`src/rtl/core/fcc_pkg.sv`:
```
`default_nettype none
// ----------------------------------------------------------------------------
// fcc_pkg
// Shared types, codes and constants of the floppy controller command phase.
// ----------------------------------------------------------------------------
package fcc_pkg;

    localparam int unsigned APB_ADDR_W = 4;
    localparam int unsigned APB_DATA_W = 32;

    localparam logic [1:0] REG_DISK_PRESENT  = 2'd0;
    localparam logic [1:0] REG_WRITE_PROTECT = 2'd1;
    localparam logic [1:0] REG_TWO_SIDED     = 2'd2;

    localparam logic [1:0] OP_STATUS  = 2'd0;
    localparam logic [1:0] OP_DATA_RD = 2'd1;
    localparam logic [1:0] OP_DATA_WR = 2'd2;

    localparam logic [4:0] CODE_TRACK_RD     = 5'h02;
    localparam logic [4:0] CODE_TIMING       = 5'h03;
    localparam logic [4:0] CODE_SENSE_DRIVE  = 5'h04;
    localparam logic [4:0] CODE_SECTOR_WR    = 5'h05;
    localparam logic [4:0] CODE_SECTOR_RD    = 5'h06;
    localparam logic [4:0] CODE_HOME         = 5'h07;
    localparam logic [4:0] CODE_SENSE_INT    = 5'h08;
    localparam logic [4:0] CODE_WRITE_DELETED = 5'h09;
    localparam logic [4:0] CODE_HEADER_RD    = 5'h0A;
    localparam logic [4:0] CODE_READ_DELETED = 5'h0C;
    localparam logic [4:0] CODE_FORMAT       = 5'h0D;
    localparam logic [4:0] CODE_STEP_TO      = 5'h0F;
    localparam logic [4:0] CODE_SCAN_EQ      = 5'h11;
    localparam logic [4:0] CODE_SCAN_LOW     = 5'h19;
    localparam logic [4:0] CODE_SCAN_HIGH    = 5'h1D;

    localparam logic [3:0] POS_CODE = 4'd0;
    localparam logic [3:0] POS_UNIT = 4'd1;
    localparam logic [3:0] POS_ARG  = 4'd2;
    localparam logic [3:0] POS_SECT = 4'd4;
    localparam logic [3:0] POS_SIZE = 4'd5;
    localparam logic [3:0] CMD_MAX  = 4'd9;

    localparam logic [7:0] MSR_COMMAND = 8'h80;
    localparam logic [7:0] MSR_BUSY    = 8'h10;
    localparam logic [7:0] MSR_RESULT  = 8'hD0;
    localparam logic [7:0] RD_NONE     = 8'hFF;
    localparam logic [7:0] RD_WRITE    = 8'h00;

    localparam logic [7:0] ST0_INVALID = 8'h80;
    localparam logic [7:0] ST0_NOT_RDY = 8'h48;
    localparam logic [7:0] ST1_NO_ADDR = 8'h01;
    localparam logic [7:0] ST0_SEEK_OK = 8'h20;
    localparam logic [7:0] ST0_SEEK_NR = 8'h68;
    localparam logic [7:0] ST0_RESET_0 = 8'hC0;
    localparam logic [7:0] ST0_RESET_1 = 8'hC1;
    localparam logic [7:0] ST3_WPROT   = 8'h40;
    localparam logic [7:0] ST3_READY   = 8'h20;
    localparam logic [7:0] ST3_TRACK0  = 8'h10;
    localparam logic [7:0] ST3_TWO_SIDE = 8'h08;

    typedef struct packed {
        logic [1:0] disk_present;
        logic [1:0] write_protect;
        logic [1:0] two_sided;
    } cfg_t;

    typedef struct packed {
        logic       result_phase;
        logic [3:0] cmd_count;
        logic [2:0] res_pos;
        logic [2:0] res_len;
    } status_t;

    function automatic logic [3:0] param_count(input logic [4:0] code);
        logic [3:0] n;
        case (code) inside
            CODE_TRACK_RD, CODE_SECTOR_WR, CODE_SECTOR_RD, CODE_WRITE_DELETED,
            CODE_READ_DELETED, CODE_SCAN_EQ, CODE_SCAN_LOW, CODE_SCAN_HIGH:
                n = 4'd8;
            CODE_HEADER_RD, CODE_HOME, CODE_SENSE_DRIVE:
                n = 4'd1;
            CODE_FORMAT:
                n = 4'd5;
            CODE_TIMING, CODE_STEP_TO:
                n = 4'd2;
            default:
                n = 4'd0;
        endcase
        return n;
    endfunction

endpackage
`default_nettype wire

```
`src/rtl/core/fcc_apb_regs.sv`:
```
`default_nettype none
// ----------------------------------------------------------------------------
// fcc_apb_regs
// Configuration registers for disk presence, write protection and sides.
// ----------------------------------------------------------------------------
module fcc_apb_regs (
    input  wire logic                             aclk,
    input  wire logic                             aresetn,
    input  wire logic                             psel,
    input  wire logic                             penable,
    input  wire logic                             pwrite,
    input  wire logic [fcc_pkg::APB_ADDR_W-1:0]   paddr,
    input  wire logic [fcc_pkg::APB_DATA_W-1:0]   pwdata,
    output logic      [fcc_pkg::APB_DATA_W-1:0]   prdata,
    output logic                                  pready,
    output fcc_pkg::cfg_t                         cfg
);
    import fcc_pkg::*;

    cfg_t       cfg_reg;
    cfg_t       cfg_next;
    logic [1:0] reg_idx;
    logic       wr_en;

    assign reg_idx = paddr[3:2];
    assign wr_en   = psel && penable && pwrite;
    assign pready  = 1'b1;
    assign cfg     = cfg_reg;

    always_comb begin
        cfg_next = cfg_reg;
        if (wr_en) begin
            unique case (reg_idx)
                REG_DISK_PRESENT:  cfg_next.disk_present  = pwdata[1:0];
                REG_WRITE_PROTECT: cfg_next.write_protect = pwdata[1:0];
                REG_TWO_SIDED:     cfg_next.two_sided     = pwdata[1:0];
                default: ;
            endcase
        end
    end

    always_comb begin
        prdata = '0;
        unique case (reg_idx)
            REG_DISK_PRESENT:  prdata[1:0] = cfg_reg.disk_present;
            REG_WRITE_PROTECT: prdata[1:0] = cfg_reg.write_protect;
            REG_TWO_SIDED:     prdata[1:0] = cfg_reg.two_sided;
            default: ;
        endcase
    end

    always_ff @(posedge aclk) begin
        if (!aresetn) begin
            cfg_reg <= '0;
        end else begin
            cfg_reg <= cfg_next;
        end
    end

endmodule
`default_nettype wire

```
`src/rtl/core/fcc_engine.sv`:
```
`default_nettype none
// ----------------------------------------------------------------------------
// fcc_engine
// Command collection, command execution, result readback and drive state.
// ----------------------------------------------------------------------------
module fcc_engine #(
    parameter int DRIVES = 4
) (
    input  wire logic          aclk,
    input  wire logic          aresetn,
    input  wire fcc_pkg::cfg_t cfg,
    input  wire logic          accept,
    input  wire logic [1:0]    operation,
    input  wire logic [7:0]    write_byte,
    output logic      [7:0]    read_byte,
    output fcc_pkg::status_t   status
);
    import fcc_pkg::*;

    localparam int         DIDX_W    = (DRIVES > 1) ? $clog2(DRIVES) : 1;
    localparam logic [2:0] DRIVES_W3 = 3'(DRIVES);

    typedef enum logic {PH_COMMAND, PH_RESULT} phase_t;

    phase_t     phase_reg, phase_next;
    logic [3:0] cnt_reg, cnt_next;
    logic [2:0] pos_reg, pos_next;
    logic [2:0] len_reg, len_next;
    logic [7:0] cmd0_reg, cmd0_next;
    logic [7:0] cmd1_reg, cmd1_next;
    logic [7:0] cmd2_reg, cmd2_next;
    logic [7:0] cmd4_reg, cmd4_next;
    logic [7:0] cmd5_reg, cmd5_next;
    logic [7:0] res_reg   [7];
    logic [7:0] res_next  [7];
    logic [7:0] track_reg [DRIVES];
    logic [7:0] track_next[DRIVES];
    logic       pend_reg  [DRIVES];
    logic       pend_next [DRIVES];
    logic [7:0] stat_reg  [DRIVES];
    logic [7:0] stat_next [DRIVES];

    logic [7:0]        e0, e1, e2;
    logic [4:0]        code;
    logic [1:0]        drv;
    logic              side;
    logic              drv_ok;
    logic              disk;
    logic [DIDX_W-1:0] didx;
    logic [7:0]        trk;
    logic [7:0]        nr;
    logic [7:0]        st3;
    logic [2:0]        pos_inc;

    assign e0      = (cnt_reg == POS_CODE) ? write_byte : cmd0_reg;
    assign e1      = (cnt_reg == POS_UNIT) ? write_byte : cmd1_reg;
    assign e2      = (cnt_reg == POS_ARG)  ? write_byte : cmd2_reg;
    assign code    = e0[4:0];
    assign drv     = e1[1:0];
    assign side    = e1[2];
    assign drv_ok  = {1'b0, drv} < DRIVES_W3;
    assign disk    = !drv[1] && cfg.disk_present[drv[0]];
    assign didx    = drv[DIDX_W-1:0];
    assign trk     = drv_ok ? track_reg[didx] : 8'h00;
    assign nr      = ST0_NOT_RDY | {5'b0, side, drv};
    assign pos_inc = pos_reg + 3'd1;

    always_comb begin
        st3 = {5'b0, side, drv};
        if (disk) begin
            st3 = st3 | ST3_READY;
            if (cfg.two_sided[drv[0]]) st3 = st3 | ST3_TWO_SIDE;
            if (trk == 8'h00) st3 = st3 | ST3_TRACK0;
            if (cfg.write_protect[drv[0]]) st3 = st3 | ST3_WPROT;
        end
    end

    always_comb begin
        logic found;
        found      = 1'b0;
        phase_next = phase_reg;
        cnt_next   = cnt_reg;
        pos_next   = pos_reg;
        len_next   = len_reg;
        cmd0_next  = cmd0_reg;
        cmd1_next  = cmd1_reg;
        cmd2_next  = cmd2_reg;
        cmd4_next  = cmd4_reg;
        cmd5_next  = cmd5_reg;
        res_next   = res_reg;
        track_next = track_reg;
        pend_next  = pend_reg;
        stat_next  = stat_reg;
        read_byte  = RD_NONE;
        if (accept) begin
            case (operation)
                OP_STATUS: begin
                    if (phase_reg == PH_RESULT) begin
                        read_byte = MSR_RESULT;
                    end else begin
                        read_byte = MSR_COMMAND | ((cnt_reg != 4'd0) ? MSR_BUSY : 8'h00);
                    end
                end
                OP_DATA_RD: begin
                    if (phase_reg == PH_RESULT && pos_reg < len_reg) begin
                        read_byte = res_reg[pos_reg];
                        pos_next  = pos_inc;
                        if (pos_inc >= len_reg) begin
                            phase_next = PH_COMMAND;
                            cnt_next   = 4'd0;
                        end
                    end
                end
                OP_DATA_WR: begin
                    read_byte = RD_WRITE;
                    if (phase_reg == PH_COMMAND && cnt_reg < CMD_MAX) begin
                        if (cnt_reg == POS_CODE) cmd0_next = write_byte;
                        if (cnt_reg == POS_UNIT) cmd1_next = write_byte;
                        if (cnt_reg == POS_ARG)  cmd2_next = write_byte;
                        if (cnt_reg == POS_SECT) cmd4_next = write_byte;
                        if (cnt_reg == POS_SIZE) cmd5_next = write_byte;
                        cnt_next = cnt_reg + 4'd1;
                        if (cnt_reg >= param_count(code)) begin
                            phase_next = PH_RESULT;
                            pos_next   = 3'd0;
                            len_next   = 3'd1;
                            res_next[0] = ST0_INVALID;
                            unique case (code) inside
                                CODE_TRACK_RD, CODE_SECTOR_WR, CODE_SECTOR_RD,
                                CODE_WRITE_DELETED, CODE_READ_DELETED: begin
                                    if (!disk) begin
                                        len_next    = 3'd7;
                                        res_next[0] = nr;
                                        res_next[1] = 8'h00;
                                        res_next[2] = 8'h00;
                                        res_next[3] = cmd2_reg;
                                        res_next[4] = {7'b0, side};
                                        res_next[5] = cmd4_reg;
                                        res_next[6] = cmd5_reg;
                                    end
                                end
                                CODE_HEADER_RD: begin
                                    if (!disk) begin
                                        len_next    = 3'd7;
                                        res_next[0] = nr;
                                        res_next[1] = ST1_NO_ADDR;
                                        res_next[2] = 8'h00;
                                        res_next[3] = 8'h00;
                                        res_next[4] = 8'h00;
                                        res_next[5] = 8'h00;
                                        res_next[6] = 8'h00;
                                    end
                                end
                                CODE_FORMAT: begin
                                    if (!disk) begin
                                        len_next    = 3'd7;
                                        res_next[0] = nr;
                                        res_next[1] = 8'h00;
                                        res_next[2] = 8'h00;
                                        res_next[3] = trk;
                                        res_next[4] = {7'b0, side};
                                        res_next[5] = 8'h00;
                                        res_next[6] = e2;
                                    end
                                end
                                CODE_HOME, CODE_STEP_TO: begin
                                    res_next   = res_reg;
                                    len_next   = len_reg;
                                    pos_next   = pos_reg;
                                    phase_next = PH_COMMAND;
                                    cnt_next   = 4'd0;
                                    if (drv_ok) begin
                                        track_next[didx] = (code == CODE_STEP_TO) ? e2 : 8'h00;
                                        pend_next[didx]  = 1'b1;
                                        stat_next[didx]  = (disk ? ST0_SEEK_OK : ST0_SEEK_NR)
                                                         | {6'b0, drv};
                                    end
                                end
                                CODE_TIMING: begin
                                    res_next   = res_reg;
                                    len_next   = len_reg;
                                    pos_next   = pos_reg;
                                    phase_next = PH_COMMAND;
                                    cnt_next   = 4'd0;
                                end
                                CODE_SENSE_INT: begin
                                    for (int d = 0; d < DRIVES; d++) begin
                                        if (!found && pend_reg[d]) begin
                                            found        = 1'b1;
                                            pend_next[d] = 1'b0;
                                            res_next[0]  = stat_reg[d];
                                            res_next[1]  = track_reg[d];
                                            len_next     = 3'd2;
                                        end
                                    end
                                end
                                CODE_SENSE_DRIVE: begin
                                    res_next[0] = st3;
                                end
                                default: ;
                            endcase
                        end
                    end
                end
                default: read_byte = RD_NONE;
            endcase
        end
    end

    always_ff @(posedge aclk) begin
        if (!aresetn) begin
            phase_reg <= PH_COMMAND;
            cnt_reg   <= '0;
            pos_reg   <= '0;
            len_reg   <= '0;
            for (int d = 0; d < DRIVES; d++) begin
                track_reg[d] <= '0;
                pend_reg[d]  <= (d < 2);
                stat_reg[d]  <= (d == 0) ? ST0_RESET_0 : ((d == 1) ? ST0_RESET_1 : 8'h00);
            end
        end else begin
            phase_reg <= phase_next;
            cnt_reg   <= cnt_next;
            pos_reg   <= pos_next;
            len_reg   <= len_next;
            track_reg <= track_next;
            pend_reg  <= pend_next;
            stat_reg  <= stat_next;
        end
    end

    always_ff @(posedge aclk) begin
        cmd0_reg <= cmd0_next;
        cmd1_reg <= cmd1_next;
        cmd2_reg <= cmd2_next;
        cmd4_reg <= cmd4_next;
        cmd5_reg <= cmd5_next;
        res_reg  <= res_next;
    end

    assign status.result_phase = (phase_reg == PH_RESULT);
    assign status.cmd_count    = cnt_reg;
    assign status.res_pos      = pos_reg;
    assign status.res_len      = len_reg;

endmodule
`default_nettype wire

```
`src/rtl/core/floppy_controller_command_phase.sv`:
```
`default_nettype none
// ----------------------------------------------------------------------------
// floppy_controller_command_phase
// Host bus view of a floppy controller: status reads, command byte writes,
// command execution and result byte readback.
// ----------------------------------------------------------------------------
// Channel   Direction  Signals                              Notes
// s_        in         s_valid s_ready s_operation          one bus access
//                      s_write_byte                         per transfer
// m_        out        m_valid m_ready m_read_byte          one byte per access
// apb       in/out     psel penable pwrite paddr pwdata     registers at 0, 4, 8
//                      prdata pready
//
// Each access's byte is registered and presented in the cycle after the
// transfer; a new access is taken in every cycle unless m_ready stalls.
// The output register sets the rate: s_ready is high while it is empty or
// being drained, so a stall on m_ready holds the input after one item.
// Reset clears the phase, counts, tracks and pending flags, and marks drives 0 and 1
// with a pending seek status.
// ----------------------------------------------------------------------------
module floppy_controller_command_phase #(
    parameter int DRIVES = 4
) (
    input  wire logic                            aclk,
    input  wire logic                            aresetn,
    input  wire logic                            psel,
    input  wire logic                            penable,
    input  wire logic                            pwrite,
    input  wire logic [fcc_pkg::APB_ADDR_W-1:0]  paddr,
    input  wire logic [fcc_pkg::APB_DATA_W-1:0]  pwdata,
    output logic      [fcc_pkg::APB_DATA_W-1:0]  prdata,
    output logic                                 pready,
    input  wire logic                            s_valid,
    output logic                                 s_ready,
    input  wire logic [1:0]                      s_operation,
    input  wire logic [7:0]                      s_write_byte,
    output logic                                 m_valid,
    input  wire logic                            m_ready,
    output logic      [7:0]                      m_read_byte
);
    import fcc_pkg::*;

    cfg_t       cfg;
    status_t    eng_status;
    logic       accept;
    logic [7:0] rd_byte;
    logic       m_valid_reg, m_valid_next;
    logic [7:0] m_read_byte_reg;

    fcc_apb_regs u_regs (
        .aclk    (aclk),
        .aresetn (aresetn),
        .psel    (psel),
        .penable (penable),
        .pwrite  (pwrite),
        .paddr   (paddr),
        .pwdata  (pwdata),
        .prdata  (prdata),
        .pready  (pready),
        .cfg     (cfg)
    );

    fcc_engine #(
        .DRIVES (DRIVES)
    ) u_engine (
        .aclk       (aclk),
        .aresetn    (aresetn),
        .cfg        (cfg),
        .accept     (accept),
        .operation  (s_operation),
        .write_byte (s_write_byte),
        .read_byte  (rd_byte),
        .status     (eng_status)
    );

    assign s_ready      = !m_valid_reg || m_ready;
    assign accept       = s_valid && s_ready;
    assign m_valid_next = accept || (m_valid_reg && !m_ready);
    assign m_valid      = m_valid_reg;
    assign m_read_byte  = m_read_byte_reg;

    always_ff @(posedge aclk) begin
        if (!aresetn) begin
            m_valid_reg <= 1'b0;
        end else begin
            m_valid_reg <= m_valid_next;
        end
    end

    always_ff @(posedge aclk) begin
        if (accept) begin
            m_read_byte_reg <= rd_byte;
        end
    end

    a_cmd_count_bound: assert property (@(posedge aclk) disable iff (!aresetn)
        !eng_status.result_phase |-> eng_status.cmd_count < CMD_MAX)
        else $error("command count past the longest command");

    a_result_pos_bound: assert property (@(posedge aclk) disable iff (!aresetn)
        eng_status.result_phase |-> eng_status.res_pos < eng_status.res_len)
        else $error("result position past result length");

    a_transfer_answered: assert property (@(posedge aclk) disable iff (!aresetn)
        accept |=> m_valid)
        else $error("accepted transfer produced no result");

    a_status_in_result: assert property (@(posedge aclk) disable iff (!aresetn)
        (accept && s_operation == OP_STATUS && eng_status.result_phase)
        |=> m_read_byte == MSR_RESULT)
        else $error("main status wrong in result phase");

endmodule
`default_nettype wire
```
`config.mk`:
```
export PLATFORM = sky130hd
export DESIGN_NAME = floppy_controller_command_phase
export DESIGN_NICKNAME = d
export VERILOG_FILES = /design/src/rtl/core/fcc_pkg.sv /design/src/rtl/core/fcc_apb_regs.sv /design/src/rtl/core/fcc_engine.sv /design/src/rtl/core/floppy_controller_command_phase.sv
export SDC_FILE = /design/constraint.sdc
export NUM_CORES = 1
export LEC_CHECK = 0
export ABC_CLOCK_PERIOD_IN_PS = 11500
export BUFFER_PORTS_ARGS = -buffer_cell sky130_fd_sc_hd__buf_2
export CAP_MARGIN = 10
export CORE_ASPECT_RATIO = 0.75
export CORE_MARGIN = 1
export CORE_UTILIZATION = 45
export DETAILED_ROUTE_END_ITERATION = 8
export PLACE_DENSITY_LB_ADDON = 0.08
export SETUP_SLACK_MARGIN = 0.02
export SYNTH_ARGS = -nofsm -noshare
export SYNTH_HDL_FRONTEND = slang
export SYNTH_HIERARCHICAL = 1
export SYNTH_SLANG_ARGS = --single-unit
```
`constraint.sdc`:
```
create_clock -name aclk -period 11.5 [get_ports aclk]
set_input_delay 1.15 -clock aclk [delete_from_list [all_inputs] [get_ports aclk]]
set_output_delay 1.15 -clock aclk [all_outputs]
set_load 0.005 [all_outputs]
```
======== Word level (Yosys, flattened, before mapping) ========
Index checks and enable logic that the tools add are counted.
storage, ports and cells
  register bits after elaboration ......... 182
  bits in latches ......................... 0
  memory bits (writable) .................. 0
  ROM bits ................................ 0
  input port bits ......................... 53
  output and inout port bits .............. 43
  memories kept ........................... 0
cells by class
  add/sub/neg operators ................... 2
  $mul .................................... 0
  div/mod/pow operators ................... 0
  $lt $le $gt $ge ......................... 8
  equality and inequality tests ........... 35
  shift operators ......................... 0
  multiplexer cells ....................... 94
  bitwise gates (word level) .............. 6
  reductions and logical operators ........ 52
operators with widths
  cell                                                  number
  two-way mux 56 bit                                    3
  case mux 40 bit (3 select lines)                      1
  bitwise mux 32 bit                                    2
  two-way mux 16 bit                                    4
  two-way mux 8 bit                                     8
  two-way mux 4 bit                                     12
  case mux 8 bit (6 select lines)                       1
  two-way mux 1 bit                                     33
  case mux 8 bit (4 select lines)                       1
  equality test 5 x 4 -> 1 bit (second input constant)  6
  AND reduction 6 bit                                   5
  two-way mux 7 bit                                     4
  binary-select mux 8 bit (select 3 bit)                1
  case mux 8 bit (3 select lines)                       1
  equality test 5 x 3 -> 1 bit (second input constant)  4
  AND reduction 5 bit                                   4
  two-way mux 3 bit                                     6
  binary-select mux 8 bit (select 2 bit)                1
  demux 8 bit (select 2 bit)                            1
  case mux 4 bit (2 select lines)                       2
  equality test 5 bit (second input constant)           3
  two-way mux 5 bit                                     3
  != test 2 bit (second input constant)                 7
  logical AND 1 bit                                     11
  other kinds (47)                                      73

======== Depth between registers and ports, before layout ========
  depth in word-level cells ............... 36
  depth in mapped cells ................... 19
  gate-level depth less buffers ........... 17

======== Cells and area by module ========
Netlist, hierarchy kept.
modules (own cells, without submodules)
  module                           instances  cells each  area an instance (um^2)
  fcc_engine                       1          698         7,365.8
  fcc_apb_regs                     1          65          529.3
  floppy_controller_command_phase  1          13          297.8

======== Worst setup path before layout ========
OpenSTA, ideal clock, no wires.
  path kind ............................... input to register
  from .................................... in s_write_byte[2]
  to ...................................... reg u_engine/res_reg[0] (netlist name) (enable)
  library setup time ...................... 0.438 ns
  data arrival time ....................... 5.033 ns
  data required time ...................... 11.062 ns
  path slack .............................. 6.028 ns
  stages on the path ...................... 11
  path buffers ............................ 1
  cells stage by stage .................... buf_2 > mux2i_2 > inv_2 > nand3_1 > a21oi_1 > or3_1 > a211oi_1 > ha_1 > a2111o_1 > o211ai_4 > nor3_1
between the ends
  word-level cells in the longest chain between the ends .. 12
  elaborated cells between the ends (all ways) .. 32
RTL lines
  item                                                                          RTL line                               RTL
  start, declared                                                               floppy_controller_command_phase.sv:36  input wire logic [7:0] s_write_byte,
  two-way mux 5 bit (*)                                                         fcc_engine.sv:55                       assign e0 = (cnt_reg == POS_CODE) ? write_byte : cmd0_reg;
  named net u_engine.e0[2]                                                      fcc_engine.sv:43                       logic [7:0] e0, e1, e2;
  equality test 5 x 2 -> 1 bit or equality test 5 x 4 -> 1 bit (tied branches)  fcc_engine.sv:123                      if (cnt_reg >= param_count(code)) begin
  OR reduction 2 bit                                                            fcc_pkg.sv:75                          case (code) inside
  two-way mux 2 bit                                                             fcc_pkg.sv:75
  two-way mux 4 bit (3 in a row)                                                fcc_pkg.sv:75
  two-way mux 4 bit                                                             fcc_engine.sv:116                      if (phase_reg == PH_COMMAND && cnt_reg < CMD_MAX) begin
  two-way mux 4 bit                                                             fcc_engine.sv:96                       case (operation)
  two-way mux 4 bit                                                             fcc_engine.sv:95                       if (accept) begin
  >= comparator 4 bit                                                           fcc_engine.sv:123
  AND reduction 8 bit (no source line) (*)                                      n/a
  end signal, assigned                                                          fcc_engine.sv:238                      res_reg <= res_next;
  end, declared                                                                 fcc_engine.sv:34                       logic [7:0] res_reg [7];
Mark *: on every way through the listed nets, which the timed path passes. The rest lies on a longest branch. The select of a mux whose other input is x is not followed.
A chain may end at the register's enable or synchronous reset.

======== Worst setup path in the final report ========
  from .................................... reg u_engine.cnt_reg[0]
  to ...................................... reg u_engine/track_reg[9] (netlist name)
between the ends
  word-level cells in the longest chain between the ends .. 13
  elaborated cells between the ends (all ways) .. 43
RTL lines
  item                                                                          RTL line                              RTL
  start, declared                                                               fcc_engine.sv:26                      logic [3:0] cnt_reg, cnt_next;
  start signal, assigned                                                        fcc_engine.sv:223                     cnt_reg <= cnt_next;
  logical NOT 4 bit (*)                                                         fcc_engine.sv:55
  two-way mux 5 bit (*)                                                         fcc_engine.sv:55
  named net u_engine.e0[2]                                                      fcc_engine.sv:43
  equality test 5 x 2 -> 1 bit or equality test 5 x 4 -> 1 bit (tied branches)  fcc_engine.sv:123, fcc_engine.sv:173
  OR reduction 2 bit                                                            fcc_pkg.sv:75
  two-way mux 2 bit                                                             fcc_pkg.sv:75
  two-way mux 4 bit (3 in a row)                                                fcc_pkg.sv:75
  two-way mux 4 bit                                                             fcc_engine.sv:116
  two-way mux 4 bit                                                             fcc_engine.sv:96
  two-way mux 4 bit                                                             fcc_engine.sv:95
  >= comparator 4 bit                                                           fcc_engine.sv:123
  AND reduction 5 bit (no source line)                                          n/a
  end signal, assigned                                                          fcc_engine.sv:226                     track_reg <= track_next;
  end, declared                                                                 fcc_engine.sv:36                      logic [7:0] track_reg [DRIVES];
Marked as above.

==> out/metrics.csv <==
stage,metric,value,unit
status,result of the run,finished clean,
setup_path,Worst setup SP type,register,
clock_network,root buffer cell,clkbuf_16,
sta,clk_skew,0.0114,ns
sta,post-layout min period,5.78,ns
placement,Final Wtd Congestion,0.905,
route,First-pass DRT Iterations,5,
setup_path,WP data required,11.85,ns
power_and_ir_drop,maximum vdd ir drop,0.0936,mV
global_routing,largest net degree at the start of global routing,73,
power_and_ir_drop,clock power share,46.2,%
sta,Max Slew Vio Count,0,
sta,period utilisation layout,50.3,%
sta,Final TNS setup,0,ns
route,Vias,6057,
final_layout,nets@finish,858,
route,via density per instance,5.80,
sta,f_max,173,MHz
run,Max Cap Viol,0,
clock_network,CTS Sinks,155,
setup_path,R2R cell count,15,
sta,final-report setup violation count,0,
global_routing,initial antenna violation count,0,
power_and_ir_drop,Net Switching,279,uW
worst_hold_path,worst hold path class,register to register,
setup_path,RR Endpoint,u_engine/track_reg[9],
sta,unrepaired setup endpoints after global routing,false,
clock_network,clock tree buffer depth,2,
setup_path,Critical Path AT,6.13,ns
power_and_ir_drop,Reg power frac,47.9,%
power_and_ir_drop,Pwr per Cell Area,138,nW/um^2
sta,worst slew pin tran,1.06,ns
global_routing,global-route wire length before repair,33400,um
die,Die Width,158,um
clock_network,total CTS buffers,17,
power_and_ir_drop,Final Power,1.24,mW
final_layout,share of cells above drive strength 1,13.6,%
clock_network,htree depth,4,
setup_path,R2R Setup Slk,5.72,ns
die,Die Y,119,um
power_and_ir_drop,Leak,3.31,nW
route,DRC,0,
power_and_ir_drop,switching share of power,22.6,%
route,routed len/inst,20.5,um
die,I/O pin count,96,
global_routing,Global Route Usage Sum,24.2,%
logic_synthesis,"Avg Cell Area, Syn",10.6,sq um
die,Row Count,42,
setup_path,CP max FO,14,
clock_network,"Clk pin slew, worst setup/hold paths",0.06,ns
placement,Port Buf Inserts,32,
setup_path,crit path kind,register to register,
die,core area,17700,sq um
clock_network,clk_lat worst skew,0.42,ns
worst_hold_path,hold path cells,2,
die,DIE AREA,18700,sq um
clock_network,CTS-repair resized insts,0,
worst_hold_path,hold endpoint,u_engine/stat_reg[8],
final_layout,fill count,1597,
route,post-route antenna net violation count,0,
logic_synthesis,Synth Cell Area,8190,sq um
placement,dpl hpwl,15300,um
sta,final hold violations,0,
logic_synthesis,synthesized instance count,775,
sta,Rel. slew slack,28.7,%
final_layout,ANT cells,0,
logic_synthesis,Synth Warn #,6,
clock_network,hold_buf cts,0,
die,Initial Util,46.2,%
global_routing,gr ovfl total,0,
global_routing,number of global-route vias before repair,5940,
power_and_ir_drop,Internal Pwr Total,956,uW
route,final wirelength,21400,um
clock_network,CTS tree,yes,
final_layout,number of flip-flops in the largest register,41,
setup_path,endpoint class of the critical path,register,
clock_network,"Setup Fix Bufs, Post-CTS",0,
power_and_ir_drop,Combinational Power Share,6.0,%
final_layout,Syn-to-layout area delta,9.57,%
setup_path,reg2reg start,u_engine/cnt_reg[0],
route,Detailed Route Iter0 Violations,549,
worst_hold_path,Worst Hold Launch,u_engine/stat_reg[8],
layer usage:
layer / vias to the layer above / global-route usage, % / wire [um]
met5: - / 0 / 0
met4: 0 / 5.70 / 225
met3: 17 / 6.09 / 1590
met2: 239 / 34.4 / 9130
met1: 2985 / 36.2 / 10400
li1: 2816 / - / -
worst max path at each step:
stage                         from                     end  slack [ns]
2_1_floorplan      s_write_byte[2]     u_engine/res_reg[0]        6.03
3_3_place_gp   u_engine/cnt_reg[0]  u_engine/track_reg[10]        6.10
3_5_place_dp   u_engine/cnt_reg[0]   u_engine/track_reg[8]        5.92
4_1_cts        u_engine/cnt_reg[0]   u_engine/track_reg[8]        5.91
5_1_grt        u_engine/cnt_reg[0]  u_engine/track_reg[14]        5.56
6_report       u_engine/cnt_reg[0]   u_engine/track_reg[9]        5.72
critical path, cell delays in order, from the launching register on:
cell and delay (ns):
dfxtp_1 0.35, inv_1 0.17, ha_1 0.24, nor3b_4 0.66, mux2i_2 0.79, inv_2 0.20
nand3_1 0.12, a21oi_1 0.07, or3_1 0.40, a211oi_1 0.58, ha_1 0.38, a2111o_1 0.21
o211ai_4 0.18, nor4_4 0.37, and2_1 0.70, mux2i_1 0.26
power by group through the flow:
stage               combinational (mW)  sequential (mW)  clock, mW
global route                    0.0807            0.591      0.606
detailed placement              0.0728            0.603          0
CTS                             0.0731            0.591      0.582
global placement                0.0711            0.603          0
finish                          0.0739            0.591      0.570
floorplan                       0.0572            0.602          0
cell usage in the layout (no fill, tap or decap), types with 16 or more instances in the layout:
cell type,count
nor2_1,48
conb_1,31
and3_1,16
mux2i_1,88
nand2_1,70
a21oi_1,30
a221oi_1,27
dfxtp_1,74
inv_1,29
o21ai_0,21
edfxtp_1,81
ha_1,16
buf_2,32
clkbuf_16,19
stage by stage:
| step | setup WS (ns) | std cells | utilization [%] | hold slack (ns) | instance area (sq um) |
|---|---|---|---|---|---|
| after detailed placement | 5.92 | 1012 | 47.3 | 0.416 | 8370 |
| final | 5.72 | 1044 | 50.6 | 0.425 | 8970 |
| after CTS | 5.91 | 1044 | 50.6 | 0.426 | 8970 |
| after global routing | 5.56 | 1044 | 50.6 | 0.460 | 8970 |
| after global placement | 6.10 | 1012 | 47.3 | 0.415 | 8370 |
| after floorplan | 6.03 | 804 | - | 0.405 | 8290 |
cell type report:
| class | count | area, sq um | share of cell area (%) |
|---|---|---|---|
| Timing Repair Buffer | 43 | 243 | 2.71 |
| Clock buffer | 22 | 487 | 5.43 |
| Clock inverter | 10 | 110 | 1.23 |
| Tap cell | 242 | 303 | 3.38 |
| Multi-Input combinational cell | 537 | 3780 | 42.1 |
| Sequential cell | 155 | 3910 | 43.6 |
| Inverter | 35 | 134 | 1.49 |
Power figures use the tool's default switching activity.
